$ cat config.mk
export PLATFORM = sky130hd
export DESIGN_NAME = mbd_queue
export DESIGN_NICKNAME = d
export VERILOG_FILES = /design/src/design/mbd_pkg.sv /design/src/design/mbd_queue.sv
export SDC_FILE = /design/constraint.sdc
export NUM_CORES = 1
export LEC_CHECK = 0
export BUFFER_PORTS_ARGS = -buffer_cell sky130_fd_sc_hd__buf_2
export CAP_MARGIN = 10
export CELL_PAD_IN_SITES_DETAIL_PLACEMENT = 1
export CELL_PAD_IN_SITES_GLOBAL_PLACEMENT = 1
export CORE_MARGIN = 4
export CORE_UTILIZATION = 30
export CTS_CLUSTER_SIZE = 25
export DETAILED_ROUTE_END_ITERATION = 16
export PLACE_DENSITY = 0.48
export SLEW_MARGIN = 10
export SYNTH_ARGS = -nofsm -noshare
export SYNTH_HDL_FRONTEND = slang
export SYNTH_SLANG_ARGS = --single-unit
$ cat constraint.sdc
create_clock -name clk -period 8.64 [get_ports clk]
set_input_delay 0 -clock clk [delete_from_list [all_inputs] [get_ports clk]]
set_output_delay 0 -clock clk [all_outputs]
set_load 0.05 [all_outputs]
$ cat src/design/mbd_pkg.sv
// Shared types and constants for the mip level 2x2 box downsampler.
// No dependencies; imported by every module of the block but mbd_ram.
package mbd_pkg;

  localparam int CFG_W             = 12;
  localparam int REG_INDEX_W       = 1;
  localparam int PIXEL_W           = 32;
  localparam int CH_SUM_W          = 9;
  localparam int SUM_W             = 4 * CH_SUM_W;
  localparam int ROW_W             = 11;
  localparam int MAX_HEIGHT        = 2048;
  localparam int MAX_WIDTH_DEFAULT = 2048;
  localparam int QUEUE_DEPTH       = 4;
  localparam int COUNT_W           = $clog2(QUEUE_DEPTH + 1);

  localparam logic [REG_INDEX_W-1:0] REG_SOURCE_WIDTH  = 1'b0;
  localparam logic [REG_INDEX_W-1:0] REG_SOURCE_HEIGHT = 1'b1;

  typedef enum logic {
    KIND_MEAN2,
    KIND_MEAN4
  } kind_t;

  // One pending result: line-store pair sums, current pair sums, and flags.
  typedef struct packed {
    kind_t             kind;
    logic              last;
    logic [SUM_W-1:0]  sum_a;
    logic [SUM_W-1:0]  sum_b;
  } entry_t;

endpackage

$ cat src/design/mbd_queue.sv
// Short queue of pending results between the front end and the averaging back end.
// Depends on mbd_pkg.
module mbd_queue (
  input  logic                        clk,
  input  logic                        rst,
  input  logic                        push,
  input  mbd_pkg::entry_t             push_entry,
  input  logic                        pop,
  output logic                        head_valid,
  output mbd_pkg::entry_t             head_entry,
  output logic [mbd_pkg::COUNT_W-1:0] count
);
  import mbd_pkg::*;

  localparam int PTR_W = (QUEUE_DEPTH > 1) ? $clog2(QUEUE_DEPTH) : 1;

  entry_t           entries [QUEUE_DEPTH];
  logic [PTR_W-1:0] wr_ptr;
  logic [PTR_W-1:0] rd_ptr;
  logic             do_pop;

  assign head_valid = (count != '0);
  assign head_entry = entries[rd_ptr];
  assign do_pop     = pop && head_valid;

  always_ff @(posedge clk) begin
    if (rst) begin
      wr_ptr <= '0;
      rd_ptr <= '0;
      count  <= '0;
    end else begin
      if (push) begin
        wr_ptr <= (wr_ptr == PTR_W'(QUEUE_DEPTH - 1)) ? '0 : wr_ptr + PTR_W'(1);
      end
      if (do_pop) begin
        rd_ptr <= (rd_ptr == PTR_W'(QUEUE_DEPTH - 1)) ? '0 : rd_ptr + PTR_W'(1);
      end
      if (push && !do_pop) begin
        count <= count + COUNT_W'(1);
      end else if (do_pop && !push) begin
        count <= count - COUNT_W'(1);
      end
    end
  end

  always_ff @(posedge clk) begin
    if (push) begin
      entries[wr_ptr] <= push_entry;
    end
  end

endmodule

==> run metrics, run 1 <==
critical path capture point type output port; RR Endpoint count[2]; Max transition margin 37.9%; initial drt markers 241; Worst path slowest cell dfxtp_4; Die Y 201 um; setup ws final 5.52 ns; leakage 4.86 nW; number of port buffers 155; fin crit share 36.1%; DRC 0; drt wl/cell 20.7 um; vias in the first global route 6296; top-area cell type share of the netlist area 79.9%; CTS HTree Levels 2; minimum clock period 3.12 ns; most frequent cell after synthesis edfxtp_1; CP cell instances buf_4, mux4_2, buf_2; Root Buffer clkbuf_16; Synth area leaders edfxtp_1 80%, mux4_2 15%, dfxtp_1 1.6%, buf_6 0.71%, ha_1 0.67%; Post-CTS Setup Repair Bufs 0; Setup TNS 0 ns; worst reg2reg setup slack 6.29 ns; Hold Path Stages 2; Yosys top cell by area edfxtp_1; outcome complete, no violations; crit path max fanout 38; grt ovf 0; crit path DAT 3.12 ns; clock sink total 305; initial antenna violation count 2; storage element area 9080 um^2; clk slew on worst S/H paths 0.05 ns; worst stage delay on the critical path 0.88 ns; delay-heaviest family, CP buffers and inverters; Slew Viols, Final 0; hold endpoint entries[0][66]; max-cap violation count 0; kind of critical path flop to output port; vias 5373; Rows 70; Post-DP HPWL 14000 um; Inserted Clock Buffers 37; Post-Route Skew 0.0115 ns; Initial DRT Pass Iterations 4; Worst-Margin Slew 0.932 ns; Yosys reg bits 305; most frequent cells after synthesis 296 x edfxtp_1, 74 x mux4_2, 9 x dfxtp_1; CP Launch Type flop; multi-input logic area 1930 um^2; VDD IR-drop max 205 uV; Bufs on Longest Clock Path 3; Initial Util 30.4%; hold path start push_entry[66]; critical path buffer and inverter count 2; Power Density 295 nW/um^2; Tot GR Track Use 12.3%; CTS tree done; Gate Count Post-Synth 430; Hold Vio Cnt, Final 0; Net Count, Synth 515; Fill cells 3501; Post-synth EDFFs 296; Top FF cell, synth edfxtp_1; largest net degree at the start of global routing 55; register area share after synthesis 81.5%; layout cells sized above 1 40.9%; R2R depth 7; fmax 320 MHz; Synth async-reset ratio 0%; P&R area growth vs syn 29.0%; yosys warns 0; worst r2r src count[2]; pre-CTS WS 5.92 ns; GP Congestion 0.653; first-pass GRT wire length 38000 um; RSZ-0062 raised after global routing false; worst min path class input port to flop; Die W 201 um; via-per-instance ratio 4.52; clk_lat worst skew 0.52 ns; fin nets 776; DRT antenna net count 0; Post-Syn Area 11100 um^2; setup violators final 0; Data required, critical path 8.64 ns; Netlist cell types 20; core area 36600 um^2; Detailed Route WL 24600 um; mean post-synth cell area 25.9 um^2; Die Area 40200 um^2; IO Count 156
-- routing by layer --
layer  wire length [um]  part of all wire [%]  vias to the layer above  track usage, %
met3               1320                   5.4                       39            3.36
met5                 12                 0.049                        -               0
met1              10400                    42                     2810            15.5
li1                   -                     -                     2380               -
met4                600                   2.4                        2            4.42
met2              12200                    50                      142            20.5
-- cells by family after synthesis --
group | synth area share, %
mux | 15.3
compound gates | 0.292
flops | 81.5
buf+inv | 1.26
simple gates | 0.664
fa+ha+maj | 0.855
xor+xnor | 0.157
-- report_power, final --
part           total (mW)  leakage [nW]  switching, mW  internal [mW]
registers            1.77          2.79         0.0715           1.70
logic                1.01          1.50          0.680          0.331
clock network        1.45         0.570          0.574          0.881
total                4.23          4.86           1.33           2.91
-- repair_timing --
item / 4_1_cts / 5_1_grt
hold endpoints to repair: 305 / 0
hold buffers: 77 / 0
resized for setup: 0 / 0
-- cell type report --
type | instances | area share (%)
inverter | 4 | 0.105
clock buffer | 46 | 6.98
sequential | 305 | 63.2
tap | 468 | 4.08
clock inverter | 21 | 1.06
antenna | 1 | 0.0174
timing repair buffer | 238 | 11.1
multi-input combinational | 105 | 13.4
-- worst max path at each step --
stage	to	slack, ns	depth (start not counted)
after floorplan	entries[3][0]	5.92	2
after global placement	head_entry[59]	5.92	3
after detailed placement	head_entry[62]	5.92	3
after CTS	head_entry[62]	5.32	3
after global routing	head_entry[62]	5.17	3
final	head_entry[62]	5.52	3
-- stage by stage --
step                cells  hold WS, ns  total power, mW  util (%)  area [um^2]
floorplan             430       0.0691             2.57         -        11100
finish               1188        0.228             4.23      39.2        14400
detailed placement   1043        0.217             2.81      33.9        12400
global route         1188        0.212             4.43      39.2        14400
CTS                  1187        0.179             4.33      39.2        14300
global placement     1043        0.208             2.79      33.9        12400
-- state kept, by name, summed over array words and instances, names as in the netlist, named ones only --
name / cells
rd_ptr: 2
entries: 296
wr_ptr: 2
count: 3
-- cells in the final DEF (no fill, tap or decap), drive strengths merged --
master,synthesis,final
buf,15,161
dfxtp,9,9
and2,4,4
nor3b,1,1
nor2,5,5
xor2,2,2
fa,1,1
clkinvlp,0,1
o21ai,1,1
dlygate4sd3,0,77
clkbuf,1,46
o31ai,1,1
edfxtp,296,296
inv,4,5
bufinv,0,2
mux2i,3,3
a21oi,3,3
mux4,74,74
ha,6,6
or3,3,3
clkinv,0,17
diode,0,1
nand2,1,1
Power figures use the tool's default switching activity.
==> run 2: changes to the inputs <==
- PLACE_DENSITY: 0.48 -> 0.5
- clock period: 8.64 -> 2.8 ns (I/O delays scaled with it)
==> run 2 against run 1 <==
Hold slack improved by 0.027 ns. Total power increased to 3.0 times the previous value. Setup slack got worse by 5.0 ns. Count of clock-buffer cells in the layout increased by 4. Combinational power increased to 3.2 times the previous value. Register-to-register slack got worse by 5.7 ns. Critical path depth unchanged. Sequential cell count unchanged. Core utilization increased by 0.082 points. Highest routed layer is now met4. Largest power group unchanged.
==> run metrics, run 2 (same netlist as run 1, synthesis figures left out) <==
clk slew on worst S/H paths 0.06 ns (was 0.05 ns); layout cells sized above 1 40.5% (was 40.9%); via-per-instance ratio 4.53 (was 4.52); P&R area growth vs syn 29.3% (was 29.0%); Data required, critical path 2.80 ns (was 8.64 ns); clock sink total 305 (unchanged); CTS tree done (unchanged); Hold Path Stages 2 (unchanged); M2 GR Usage 19.9% (was 20.5%); Max transition margin 57.0% (was 37.9%); Initial DRT Pass Iterations 4 (unchanged); R2R depth 7 (unchanged); fin crit share 80.1%; critical path capture point type output port (unchanged); Slew Viols, Final 0 (unchanged); vias in the first global route 6221 (was 6296); CTS resizes 0 (unchanged); commonest non-fill, non-tap cell in the layout edfxtp_1 (unchanged); Bufs on Longest Clock Path 3 (unchanged); kind of critical path flop to output port (unchanged); leakage 4.86 nW (about the same); Worst-Margin Slew 0.645 ns (was 0.932 ns); clk_lat worst skew 0.49 ns (was 0.52 ns); most frequent cells in the layout 296 x edfxtp_1, 155 x buf_2, 77 x dlygate4sd3_1, 74 x mux4_2, 37 x clkbuf_16 (was 296 x edfxtp_1, 155 x buf_2, 77 x dlygate4sd3_1, 74 x mux4_2, 39 x clkbuf_16); RSZ-0062 raised after global routing false (unchanged); IO Count 156 (unchanged); hold endpoint entries[1][25] (was entries[0][66]); Post-CTS Setup Repair Bufs 0 (unchanged); Worst path slowest cell mux4_2 (was dfxtp_4); Antenna diodes 0 (was 1); first-pass GRT wire length 37400 um (was 38000 um); VDD IR-drop max 636 uV (was 205 uV); initial drt markers 262 (was 241); DRC 0 (unchanged); Root Buffer clkbuf_16 (unchanged); Tot GR Track Use 11.9% (was 12.3%); Setup TNS 0 ns (unchanged); Post-Route Skew 0.00709 ns (was 0.0115 ns); largest net degree at the start of global routing 46 (was 55); Die Area 40200 um^2 (unchanged); Post-DP HPWL 14000 um (about the same); GP Congestion 0.679 (was 0.653); setup violators final 0 (unchanged); fin nets 780 (was 776); Detailed Route WL 23600 um (was 24600 um); core area 36600 um^2 (unchanged); Top Registers entries x296, count x3 (unchanged); crit path DAT 2.24 ns (was 3.12 ns); CP cell instances buf_4, mux4_2, buf_2 (unchanged); worst stage delay on the critical path 0.62 ns (was 0.88 ns); Pwr Total 12.8 mW (was 4.23 mW); Rows 70 (unchanged); Die Y 201 um (unchanged); grt peak-use layer met2 (unchanged); max-cap violation count 0 (unchanged); Power Density 890 nW/um^2 (was 295 nW/um^2); crit path max fanout 29 (was 38); initial antenna violation count 0 (was 2); RR Endpoint count[2] (unchanged); Initial Util 30.4% (unchanged); Inserted Clock Buffers 34 (was 37); max reg flops 296 (unchanged); CP Launch Type flop (unchanged); worst reg2reg setup slack 0.60 ns (was 6.29 ns); drt wl/cell 19.9 um (was 20.7 um); hold slack 0.255 ns (was 0.228 ns); number of port buffers 155 (unchanged); fmax 446 MHz; GR Layer Usage met1 15.6% (was 15.5%); CTS HTree Levels 2 (unchanged); Reg with most FFs entries (unchanged); worst r2r src count[0] (was count[2]); vias 5382 (was 5373); grt met3 use 3.02% (was 3.36%); worst min path class input port to flop (unchanged); hold path start push_entry[25] (was push_entry[66]); DRT antenna net count 0 (unchanged); outcome complete, no violations (unchanged); Hold Vio Cnt, Final 0 (unchanged); minimum clock period 2.24 ns; Die W 201 um (unchanged); grt ovf 0 (unchanged)
[run 2: worst max path at each step]
stage	end	slack [ns]	startpoint
after floorplan	entries[3][0]	0.08	wr_ptr[0]
after global placement	count[2]	0.70	count[0]
after detailed placement	count[2]	0.60	count[0]
after CTS	head_entry[42]	0.47	flop
after global routing	head_entry[42]	0.38	flop
final	head_entry[45]	0.56	flop
[run 2: power breakdown]
part / switching, mW / total [mW] / internal, mW / leakage [nW]
logic: 2.21 / 3.28 / 1.06 / 1.56
registers: 0.107 / 5.34 / 5.23 / 2.79
clock network: 1.67 / 4.18 / 2.51 / 0.511
[run 2: worst max-delay path, delay by kind of cell, from the launching register on]
family                 cells  cell delay [ns]
flip-flops                 1             0.35
multiplexers               1             0.62
buffers and inverters      2             0.75
[run 2: final cells by class]
cell class / instances / area (um^2)
fill: 3537 / 22200
sequential: 305 / 9080
multi-input combinational: 105 / 1930
timing repair buffer: 245 / 1720
clock buffer: 50 / 975
tap: 468 / 586
clock inverter: 12 / 83.8
inverter: 4 / 15.0
[run 2: metrics by stage]
stage                     instance area (um^2)  cells  util (%)  setup WS [ns]
final                                    14400   1189      39.3          0.558
after floorplan                          11100    430         -         0.0817
after global placement                   12600   1050      34.3          0.697
after CTS                                14400   1189      39.3          0.473
after detailed placement                 12600   1050      34.3          0.595
after global routing                     14400   1189      39.3          0.377
[run 2: metal layers]
layer / up-vias / wire length [um]
met4: 0 / 453
li1: 2378 / -
met5: - / 0
met3: 37 / 1080
met2: 120 / 11900
met1: 2847 / 10200
[run 2: timing repair]
item	4_1_cts	5_1_grt
endpoints found under the setup margin	0	0
hold buffers	77	0
endpoints found under the hold margin	305	0
