<file path="config.mk">
export PLATFORM = sky130hd
export DESIGN_NAME = mbd_back
export DESIGN_NICKNAME = d
export VERILOG_FILES = /design/src/design/mbd_pkg.sv /design/src/design/mbd_back.sv
export SDC_FILE = /design/constraint.sdc
export NUM_CORES = 1
export LEC_CHECK = 0
export BUFFER_PORTS_ARGS = -buffer_cell sky130_fd_sc_hd__buf_2
export CELL_PAD_IN_SITES_DETAIL_PLACEMENT = 1
export CELL_PAD_IN_SITES_GLOBAL_PLACEMENT = 2
export CORE_MARGIN = 1.5
export CORE_UTILIZATION = 25
export CTS_BUF_LIST = sky130_fd_sc_hd__clkbuf_8 sky130_fd_sc_hd__clkbuf_16
export CTS_CLUSTER_SIZE = 8
export DETAILED_ROUTE_END_ITERATION = 16
export PLACE_DENSITY_LB_ADDON = 0.1
export SLEW_MARGIN = 0
export SYNTH_ARGS = -nofsm -noshare
export SYNTH_HDL_FRONTEND = slang
export SYNTH_SLANG_ARGS = --single-unit
</file>
<file path="constraint.sdc">
create_clock -name clk -period 4.1 [get_ports clk]
set_clock_uncertainty 0.15 [all_clocks]
set_input_delay 0.82 -clock clk [delete_from_list [all_inputs] [get_ports clk]]
set_output_delay 0.82 -clock clk [all_outputs]
set_load 0.03 [all_outputs]
</file>
<file path="src/design/mbd_pkg.sv">
// Shared types and constants for the mip level 2x2 box downsampler.
// No dependencies; imported by every module of the block but mbd_ram.
package mbd_pkg;

  localparam int CFG_W             = 12;
  localparam int REG_INDEX_W       = 1;
  localparam int PIXEL_W           = 32;
  localparam int CH_SUM_W          = 9;
  localparam int SUM_W             = 4 * CH_SUM_W;
  localparam int ROW_W             = 11;
  localparam int MAX_HEIGHT        = 2048;
  localparam int MAX_WIDTH_DEFAULT = 2048;
  localparam int QUEUE_DEPTH       = 4;
  localparam int COUNT_W           = $clog2(QUEUE_DEPTH + 1);

  localparam logic [REG_INDEX_W-1:0] REG_SOURCE_WIDTH  = 1'b0;
  localparam logic [REG_INDEX_W-1:0] REG_SOURCE_HEIGHT = 1'b1;

  typedef enum logic {
    KIND_MEAN2,
    KIND_MEAN4
  } kind_t;

  // One pending result: line-store pair sums, current pair sums, and flags.
  typedef struct packed {
    kind_t             kind;
    logic              last;
    logic [SUM_W-1:0]  sum_a;
    logic [SUM_W-1:0]  sum_b;
  } entry_t;

endpackage

</file>
<file path="src/design/mbd_back.sv">
// Back end: per-channel truncated mean of a queued item and the output register.
// Depends on mbd_pkg.
module mbd_back (
  input  logic                        clk,
  input  logic                        rst,
  input  logic                        head_valid,
  input  mbd_pkg::entry_t             head_entry,
  output logic                        pop,
  output logic                        result_valid,
  input  logic                        result_stall,
  output logic [mbd_pkg::PIXEL_W-1:0] result_pixel,
  output logic                        last_of_level
);
  import mbd_pkg::*;

  logic [PIXEL_W-1:0] mean_pixel;
  logic [CH_SUM_W:0]  quad [4];

  always_comb begin
    for (int c = 0; c < 4; c++) begin
      quad[c] = {1'b0, head_entry.sum_a[c*CH_SUM_W +: CH_SUM_W]}
              + {1'b0, head_entry.sum_b[c*CH_SUM_W +: CH_SUM_W]};
      if (head_entry.kind == KIND_MEAN4) begin
        mean_pixel[c*8 +: 8] = quad[c][CH_SUM_W:2];
      end else begin
        mean_pixel[c*8 +: 8] = head_entry.sum_b[c*CH_SUM_W + 1 +: 8];
      end
    end
  end

  assign pop = head_valid && (!result_valid || !result_stall);

  always_ff @(posedge clk) begin
    if (rst) begin
      result_valid <= 1'b0;
    end else if (pop) begin
      result_valid <= 1'b1;
    end else if (!result_stall) begin
      result_valid <= 1'b0;
    end
  end

  always_ff @(posedge clk) begin
    if (pop) begin
      result_pixel  <= mean_pixel;
      last_of_level <= head_entry.last;
    end
  end

endmodule

</file>
==> impl_metrics.env, run 1 <==
export IMPL_core_area_mm2=0.0108
export IMPL_port_buffers=112
export IMPL_yosysTopAreaCell="edfxtp_1"
export IMPL_whs_ns=0.405
export IMPL_dpl_cell_area_mm2=0.00352
export IMPL_post_synth_instance_area_mm2=0.00277
export IMPL_dpl_hpwl_um=6500
export IMPL_cts_htree_levels=2
export IMPL_required_ns=3.99
export IMPL_netlist_top_cells_area="edfxtp_1, ha_1, nand2_1"
export IMPL_globalplace_congestion=0.736
export IMPL_async_flop_share=0
export IMPL_numCtsBuffers=5
export IMPL_cts_clk_slew_worst_paths_ns=0.08
export IMPL_grtUsageTotal=0.148
export IMPL_end_kind="flop"
export IMPL_post_route_period_util=0.583
export IMPL_rows=38
export IMPL_grt_pass1_vias=2736
export IMPL_area_growth_pct=29.7
export IMPL_critPathSlowestCell="a211oi_1"
export IMPL_seq_area_mm2=0.00101
export IMPL_drv_slew=0
export IMPL_grt_ovfl_total=0
export IMPL_finalHoldViolations=0
export IMPL_cts_resized=0
export IMPL_crit_type="in2reg"
export IMPL_slew_headroom=0.596
export IMPL_fillers=1311
export IMPL_drc=0
export IMPL_drtAntennaViolNets=0
export IMPL_vdd_drop_max_mv=0.107
export IMPL_arrival_ns=2.29
export IMPL_max_freq_ghz=0.418
export IMPL_drt_initial_drc_count=53
export IMPL_grt_pass1_wl_um=13500
export IMPL_vias_per_cell=4.93
export IMPL_setup_viol=0
export IMPL_vias=2702
export IMPL_fin_area_mm2=0.00359
export IMPL_ys_warn_count=0
export IMPL_antenna_diode_count=0
export IMPL_synth_most_common_cell="nand2_1"
export IMPL_ys_seq_elements=34
export IMPL_synth_ff_type="edfxtp_1"
export IMPL_synth_nets=403
export IMPL_cp_buffers_inverters=1
export IMPL_critPathLaunchType="input port"
export IMPL_synth_largest_type_area_fraction=0.358
export IMPL_dieArea_mm2=0.0117
export IMPL_dieWidth_um=108
export IMPL_clockBufferDepth=2
export IMPL_synth_common_cells="nand2_1, edfxtp_1, ha_1, a21oi_1, nor2_1"
export IMPL_start_util=0.256
export IMPL_p_leak_nw=1.61
export IMPL_rsz0062_at_grt="false"
export IMPL_antenna_found_initial=0
export IMPL_powerDensity_mw_per_mm2=302
export IMPL_cts_sinks=34
export IMPL_wire_per_inst_um=15.2
export IMPL_io_pins=113
export IMPL_path_cells="buf_2 -> ha_1 -> nor3_1 -> a211oi_1 -> xor2_1 -> mux2_2"
export IMPL_tns_ns=0
export IMPL_postCtsSetupBuffers=0
export IMPL_cts_hold_buf=0
export IMPL_cts_tree="yes"
export IMPL_synth_seq_area_share=0.365
export IMPL_synth_cells=293
export IMPL_min_period_ns=2.39
export IMPL_synth_edff_count=33
export IMPL_min_path_type="reg2reg"
export IMPL_grt_start_max_net_pins=34
export IMPL_routed_wl_um=8340
export IMPL_critPathMaxFanout=4
export IMPL_maxCapViolations=0
export IMPL_drive_gt1_frac=0.338
export IMPL_avgSynthCellArea_um2=9.45
export IMPL_cts_root_buf="clkbuf_8"
export IMPL_final_nets=518
export IMPL_outcome="finished, final reports clean"
export IMPL_die_h_um=108
export IMPL_multiInputGateArea_mm2=0.00174
export IMPL_critical_path_max_stage_delay_ns=0.53
export IMPL_worst_pin_slew_ns=0.602
export IMPL_total_power_mw=1.08
export IMPL_cp_top_family="compound AO/OA/AOI/OAI gates"
export IMPL_worstSkewPairLatency_ns=0.29
export IMPL_synth_distinct_cells=36
export IMPL_drt_pre_antenna_iters=4
[sequential cells by signal, indices dropped and copies added (netlist names)]
signal         cells
result_valid       1
result_pixel      32
last_of_level      1
[path summary, 6_finish.rpt]
path | from | end | slack, ns | cells after the start
max | head_entry[2] | result_pixel[2] | 1.71 | 6
min reg2reg | result_valid | result_valid | 0.41 | 2
min | result_valid | result_valid | 0.41 | 2
max reg2reg | result_valid | result_pixel[27] | 2.64 | 2
[layout by cell type (no fill, tap or decap), types with 2 or more instances in the layout]
master | synthesis | layout
a211oi_1 | 5 | 5
xnor2_1 | 4 | 4
buf_4 | 0 | 4
o311ai_0 | 8 | 8
nand4_1 | 8 | 8
xor2_1 | 8 | 8
a21o_1 | 10 | 10
nor2_1 | 22 | 22
clkbuf_8 | 0 | 5
a31o_1 | 2 | 2
a31oi_1 | 5 | 5
o21a_1 | 2 | 2
nor3_1 | 10 | 10
and4_2 | 2 | 2
mux2_2 | 12 | 12
a211o_1 | 5 | 5
mux2i_1 | 2 | 2
o21ai_0 | 14 | 14
buf_2 | 1 | 112
a22oi_1 | 4 | 4
o31ai_1 | 3 | 3
edfxtp_1 | 33 | 33
inv_1 | 0 | 2
ha_1 | 32 | 32
a21oi_1 | 28 | 28
nand2_1 | 38 | 38
nand3_1 | 16 | 16
a21o_2 | 2 | 2
o41a_1 | 2 | 2
[cell families (layout without fill, tap and decap cells)]
| family | Yosys count | in the layout | synth area share |
|---|---|---|---|
| AO/OA/AOI/OAI | 92 | 92 | 0.220 |
| XOR/XNOR | 12 | 12 | 0.0379 |
| adder cells (fa/ha/maj) | 32 | 32 | 0.145 |
| buffers and inverters | 9 | 124 | 0.0126 |
| flip-flops | 34 | 34 | 0.365 |
| multiplexers | 14 | 14 | 0.0560 |
| AND/OR/NAND/NOR | 100 | 100 | 0.164 |
[per-stage QoR]
stage	utilization	setup slack, ns	std cells
after floorplan	-	0.277	293
after global routing	0.331	1.62	548
final	0.331	1.71	548
after CTS	0.331	1.70	548
after global placement	0.324	1.42	541
after detailed placement	0.324	1.38	541
[layer usage]
layer | up-vias | routed length [µm] | part of all wire | GRT usage
met5 | - | 0 | 0 | 0
met4 | 0 | 53 | 0.0064 | 0.0338
met3 | 2 | 438 | 0.053 | 0.0350
met2 | 65 | 3970 | 0.48 | 0.246
met1 | 1259 | 3870 | 0.46 | 0.193
li1 | 1376 | - | - | -
[power breakdown]
group          leakage, nW  total (mW)  switching, mW  internal [mW]
registers            0.330       0.433        0.00726          0.426
logic                 1.23       0.405          0.246          0.159
clock network       0.0466       0.246          0.133          0.112
[area by class of cell]
cell class | count | area share
clock buffer | 5 | 0.0192
clock inverter | 2 | 0.00209
inverter | 1 | 0.00104
multi-input combinational | 250 | 0.483
sequential | 34 | 0.281
tap | 140 | 0.0488
timing repair buffer | 116 | 0.164
[tightest hold or removal path: cells and delay by family (launching register included)]
kind | cells | cell delay, ns
flip-flops | 1 | 0.34
AND/OR/NAND/NOR | 1 | 0.04
AO/OA/AOI/OAI | 1 | 0.13
Power figures use the tool's default switching activity.
==> run 2: changes to the inputs <==
Clock period 4.1 ns to 1.95 ns, I/O delays scaled along.
==> run 2 against run 1 <==
Net effect:
- non-clock buffer count is 38 higher
- core utilization rose by 3.3 points
- flip-flop and latch count is the same
- combinational power up 140%
- clock power increased by 110%
- register-to-register slack worse by 2.0 ns
- critical path depth did not move
- hold slack got worse by 0.30 ns
- via count up 5.8%
- cell area is 9.9% higher
==> impl_metrics.env, run 2 (synthesized netlist as in run 1, its figures left out) <==
export IMPL_outcome="finished, final reports clean"
export IMPL_critPathLaunchType="input port"
export IMPL_drv_slew=0
export IMPL_p_leak_nw=1.80
export IMPL_dieArea_mm2=0.0117
export IMPL_whs_ns=0.110
export IMPL_cts_clk_slew_worst_paths_ns=0.08
export IMPL_layoutNonFillerInstCount=586
export IMPL_grt_pass1_vias=2885
export IMPL_cts_htree_levels=2
export IMPL_powerDensity_mw_per_mm2=606
export IMPL_post_route_period_util=0.924
export IMPL_cts_root_buf="clkbuf_8"
export IMPL_dpl_cell_area_mm2=0.00387
export IMPL_grt_pass1_wl_um=13800
export IMPL_grt_ovfl_total=0
export IMPL_cts_tree="yes"
export IMPL_critPathMaxFanout=4
export IMPL_start_util=0.256
export IMPL_dieWidth_um=108
export IMPL_die_h_um=108
export IMPL_layout_common_cells="buf_2, buf_4, nand2_1, edfxtp_1, ha_1"
export IMPL_required_ns=1.92
export IMPL_worstSkewPairLatency_ns=0.28
export IMPL_fillers=1307
export IMPL_finalHoldViolations=0
export IMPL_cp_top_family="compound AO/OA/AOI/OAI gates"
export IMPL_reg_largest_list="result_pixel (32), last_of_level (1), result_valid (1)"
export IMPL_numCtsBuffers=5
export IMPL_drc=0
export IMPL_routed_wl_um=8540
export IMPL_crit_top_cell="a21oi_1"
export IMPL_antenna_found_initial=0
export IMPL_post_place_ws_ns=-0.182
export IMPL_tns_ns=0
export IMPL_drive_gt1_frac=0.408
export IMPL_dpl_hpwl_um=6830
export IMPL_port_buffers=112
export IMPL_final_nets=556
export IMPL_max_freq_ghz=0.555
export IMPL_setup_slack_ns=0.147
export IMPL_total_power_mw=2.39
export IMPL_drt_initial_drc_count=62
export IMPL_cts_hold_buf=0
export IMPL_path_cells="buf_2 -> ha_1 -> a21oi_1 -> a21oi_1 -> o31a_1 -> o31ai_1"
export IMPL_drtAntennaViolNets=0
export IMPL_final_core_util=0.364
export IMPL_clockBufferDepth=2
export IMPL_io_pins=113
export IMPL_grt_start_max_net_pins=34
export IMPL_largest_register_ffs=32
export IMPL_cp_buffers_inverters=1
export IMPL_critical_path_max_stage_delay_ns=0.34
export IMPL_min_path_type="in2reg"
export IMPL_dp_cells=579
export IMPL_postCtsSetupBuffers=0
export IMPL_top_register="result_pixel"
export IMPL_arrival_ns=1.77
export IMPL_crit_type="in2reg"
export IMPL_slew_headroom=0.676
export IMPL_cts_resized=0
export IMPL_globalplace_congestion=0.718
export IMPL_vias=2859
export IMPL_grtUsageTotal=0.148
export IMPL_final_common_cell="buf_2"
export IMPL_rows=38
export IMPL_cts_sinks=34
export IMPL_wire_per_inst_um=14.6
export IMPL_vdd_drop_max_mv=0.223
export IMPL_worst_pin_slew_ns=0.479
export IMPL_setup_viol=0
export IMPL_rsz0062_at_grt="false"
export IMPL_drt_pre_antenna_iters=4
export IMPL_fin_area_mm2=0.00395
export IMPL_antenna_diode_count=0
export IMPL_end_kind="flop"
export IMPL_core_area_mm2=0.0108
export IMPL_critPathSlowestCell="ha_1"
export IMPL_maxCapViolations=0
export IMPL_vias_per_cell=4.88
export IMPL_area_growth_pct=42.5
export IMPL_min_period_ns=1.80
## run 2: cell count changes in the layout (fill, tap and decap cells not counted), sizes merged
cell	change
buf	+38
## run 2: worst paths after layout
path | start | end | slack, ns | cells after the start
worst min register to register | result_valid | result_valid | 0.41 | 2
worst max-delay path | head_entry[2] | result_pixel[5] | 0.15 | 6
worst max register to register | result_valid | result_pixel[6] | 0.69 | 2
worst min-delay path | rst | result_valid | 0.11 | 2
## run 2: routing by layer
metal / track usage / routed length, µm
met1: 0.199 / 4100
met2: 0.245 / 3980
met3: 0.0319 / 406
met4: 0.0310 / 51
met5: 0 / 0
## run 2: where the power goes
group	leakage (nW)	internal, mW	switching, mW
Sequential	0.330	0.896	0.0177
Combinational	1.42	0.419	0.539
Clock	0.0466	0.237	0.282
## run 2: cell type report
cell class	count	area [µm²]	share of cell area
flip-flops and latches	34	1010	0.256
clock buffers	5	68.8	0.0174
inverters	1	3.75	0.000951
well taps	140	175	0.0444
repair buffers	154	888	0.225
multi-input cells	250	1790	0.454
clock inverters	2	7.51	0.00190
==> run 3: changes to the inputs <==
Settings changed: ABC_AREA set to 1, CORE_UTILIZATION 25 to 23.
==> run 3 against run 2 <==
Net effect:
- die area is 12% higher
- register-to-register slack worse by 0.07 ns
- wire length up 6.1%
- flip-flop and latch count is the same
- critical endpoint is now pop
- non-clock buffer count down 31
- cell count is 18% higher
- power up 11%
- largest power group is now registers
- clock-buffer cell count is 1 higher
==> impl_metrics.env, run 3 <==
export IMPL_setup_slack_ns=0.290
export IMPL_synth_ff_type="edfxtp_1"
export IMPL_die_h_um=115
export IMPL_clockPowerShare=0.329
export IMPL_synth_edff_count=33
export IMPL_synth_nets=508
export IMPL_postCtsSetupBuffers=0
export IMPL_yosysTopAreaCell="edfxtp_1"
export IMPL_post_place_ws_ns=0.0100
export IMPL_rsz0062_at_grt="false"
export IMPL_worst_pin_slew_ns=0.371
export IMPL_port_buffers=112
export IMPL_vias=3010
export IMPL_start_util=0.237
export IMPL_end_kind="primary output"
export IMPL_grt_start_max_net_pins=21
export IMPL_synth_common_cells="nand2_1, inv_1, nand3_1, edfxtp_1, ha_1"
export IMPL_antenna_diode_count=0
export IMPL_layout_common_cells="nand2_1, buf_2, inv_1, nand3_1, edfxtp_1"
export IMPL_cts_sinks=34
export IMPL_layoutNonFillerInstCount=691
export IMPL_drt_pre_antenna_iters=4
export IMPL_intPower_mw=1.72
export IMPL_drt_initial_drc_count=73
export IMPL_finalHoldViolations=0
export IMPL_synth_largest_type_area_fraction=0.345
export IMPL_slew_headroom=0.752
export IMPL_clockBufferDepth=2
export IMPL_final_core_util=0.319
export IMPL_cts_resized=0
export IMPL_critPathLaunchType="flop"
export IMPL_drtAntennaViolNets=0
export IMPL_dp_cells=683
export IMPL_cts_hold_buf=0
export IMPL_min_period_ns=1.66
export IMPL_area_growth_pct=34.7
export IMPL_wire_per_inst_um=13.1
export IMPL_async_flop_share=0
export IMPL_top_register="result_pixel"
export IMPL_reg_largest_list="result_pixel (32), last_of_level (1), result_valid (1)"
export IMPL_pwr_share_comb=0.329
export IMPL_switching_share=0.350
export IMPL_post_route_period_util=0.851
export IMPL_core_area_mm2=0.0121
export IMPL_cts_root_buf="clkbuf_16"
export IMPL_dpl_hpwl_um=7110
export IMPL_ys_warn_count=0
export IMPL_synth_distinct_cells=23
export IMPL_avgSynthCellArea_um2=7.21
export IMPL_cts_tree="yes"
export IMPL_maxCapViolations=0
export IMPL_drc=0
export IMPL_routed_wl_um=9070
export IMPL_p_switching_mw=0.928
export IMPL_final_nets=632
export IMPL_drive_gt1_frac=0.260
export IMPL_vias_per_cell=4.36
export IMPL_grt_pass1_vias=3065
export IMPL_arrival_ns=1.12
export IMPL_numCtsBuffers=5
export IMPL_fin_area_mm2=0.00387
export IMPL_tns_ns=0
export IMPL_crit_type="reg2out"
export IMPL_p_leak_nw=2.02
export IMPL_max_freq_ghz=0.603
export IMPL_critPathMaxFanout=4
export IMPL_grtUsageTotal=0.145
export IMPL_drv_slew=0
export IMPL_grt_ovfl_total=0
export IMPL_post_synth_instance_area_mm2=0.00287
export IMPL_fillers=1581
export IMPL_synth_cells=398
export IMPL_rows=40
export IMPL_outcome="finished, final reports clean"
export IMPL_final_common_cell="nand2_1"
export IMPL_total_power_mw=2.65
export IMPL_synth_seq_area_share=0.352
export IMPL_antenna_found_initial=0
export IMPL_ys_seq_elements=34
export IMPL_globalplace_congestion=0.758
export IMPL_required_ns=1.41
export IMPL_whs_ns=0.0949
export IMPL_cts_htree_levels=2
export IMPL_min_path_type="in2reg"
export IMPL_min_path_cells=2
export IMPL_powerDensity_mw_per_mm2=685
export IMPL_cts_clk_slew_worst_paths_ns=0.06
export IMPL_largest_register_ffs=32
export IMPL_synth_most_common_cell="nand2_1"
export IMPL_dieWidth_um=115
export IMPL_netlist_top_cells_area="edfxtp_1, nand2_1, ha_1"
export IMPL_grt_pass1_wl_um=14700
export IMPL_dieArea_mm2=0.0132
export IMPL_setup_viol=0
export IMPL_vdd_drop_max_mv=0.260
export IMPL_io_pins=113
export IMPL_dpl_cell_area_mm2=0.00371
export IMPL_pwr_share_seq=0.342
export IMPL_rr_worst_depth=2
export IMPL_worstSkewPairLatency_ns=0.30
run 3: changes by cell type after synthesis, moves of 10 or more:
cell / before / now
nand3_1: 16 / 35
mux2_2: 12 / 0
nand2_1: 38 / 156
nor3_1: 10 / 0
inv_1: 0 / 39
run 3: cells by family after synthesis:
family          share of synthesized area
flops                               0.352
fa+ha+maj                           0.139
compound gates                      0.107
buf+inv                            0.0636
xor+xnor                           0.0183
simple gates                        0.320
run 3: final cells by class:
cell class                 count  area [µm²]  area share
clock buffer                   6         139      0.0359
tap                          168         210      0.0544
inverter                      40         150      0.0388
sequential                    34        1010       0.261
multi-input combinational    318        1690       0.437
timing repair buffer         123         656       0.170
clock inverter                 2        12.5     0.00324
run 3: final timing paths:
path                                    from         endpoint  slack [ns]
worst min register to register  result_valid     result_valid        0.35
worst max register to register  result_valid  result_pixel[4]        0.62
worst max-delay path            result_valid              pop        0.29
worst min-delay path                     rst     result_valid        0.09
run 3: critical path, cell delays in order, from the launching register on:
cell	delay, ns
dfxtp_1	0.34
a21oi_4	0.23
buf_2	0.25
run 3: power groups by stage:
stage	Combinational [mW]	Sequential [mW]	Clock, mW
2_1_floorplan	0.451	1.05	0
3_3_place_gp	0.878	0.921	0
3_5_place_dp	0.886	0.922	0
4_1_cts	0.890	0.908	0.915
5_1_grt	0.996	0.913	0.931
6_report	0.870	0.907	0.871
run 3: metal layers:
layer | track usage | vias up | wire (µm)
met5 | 0 | - | 0
met4 | 0.0444 | 0 | 123
met3 | 0.0365 | 6 | 472
met2 | 0.239 | 71 | 4150
met1 | 0.186 | 1368 | 4320
li1 | - | 1565 | -
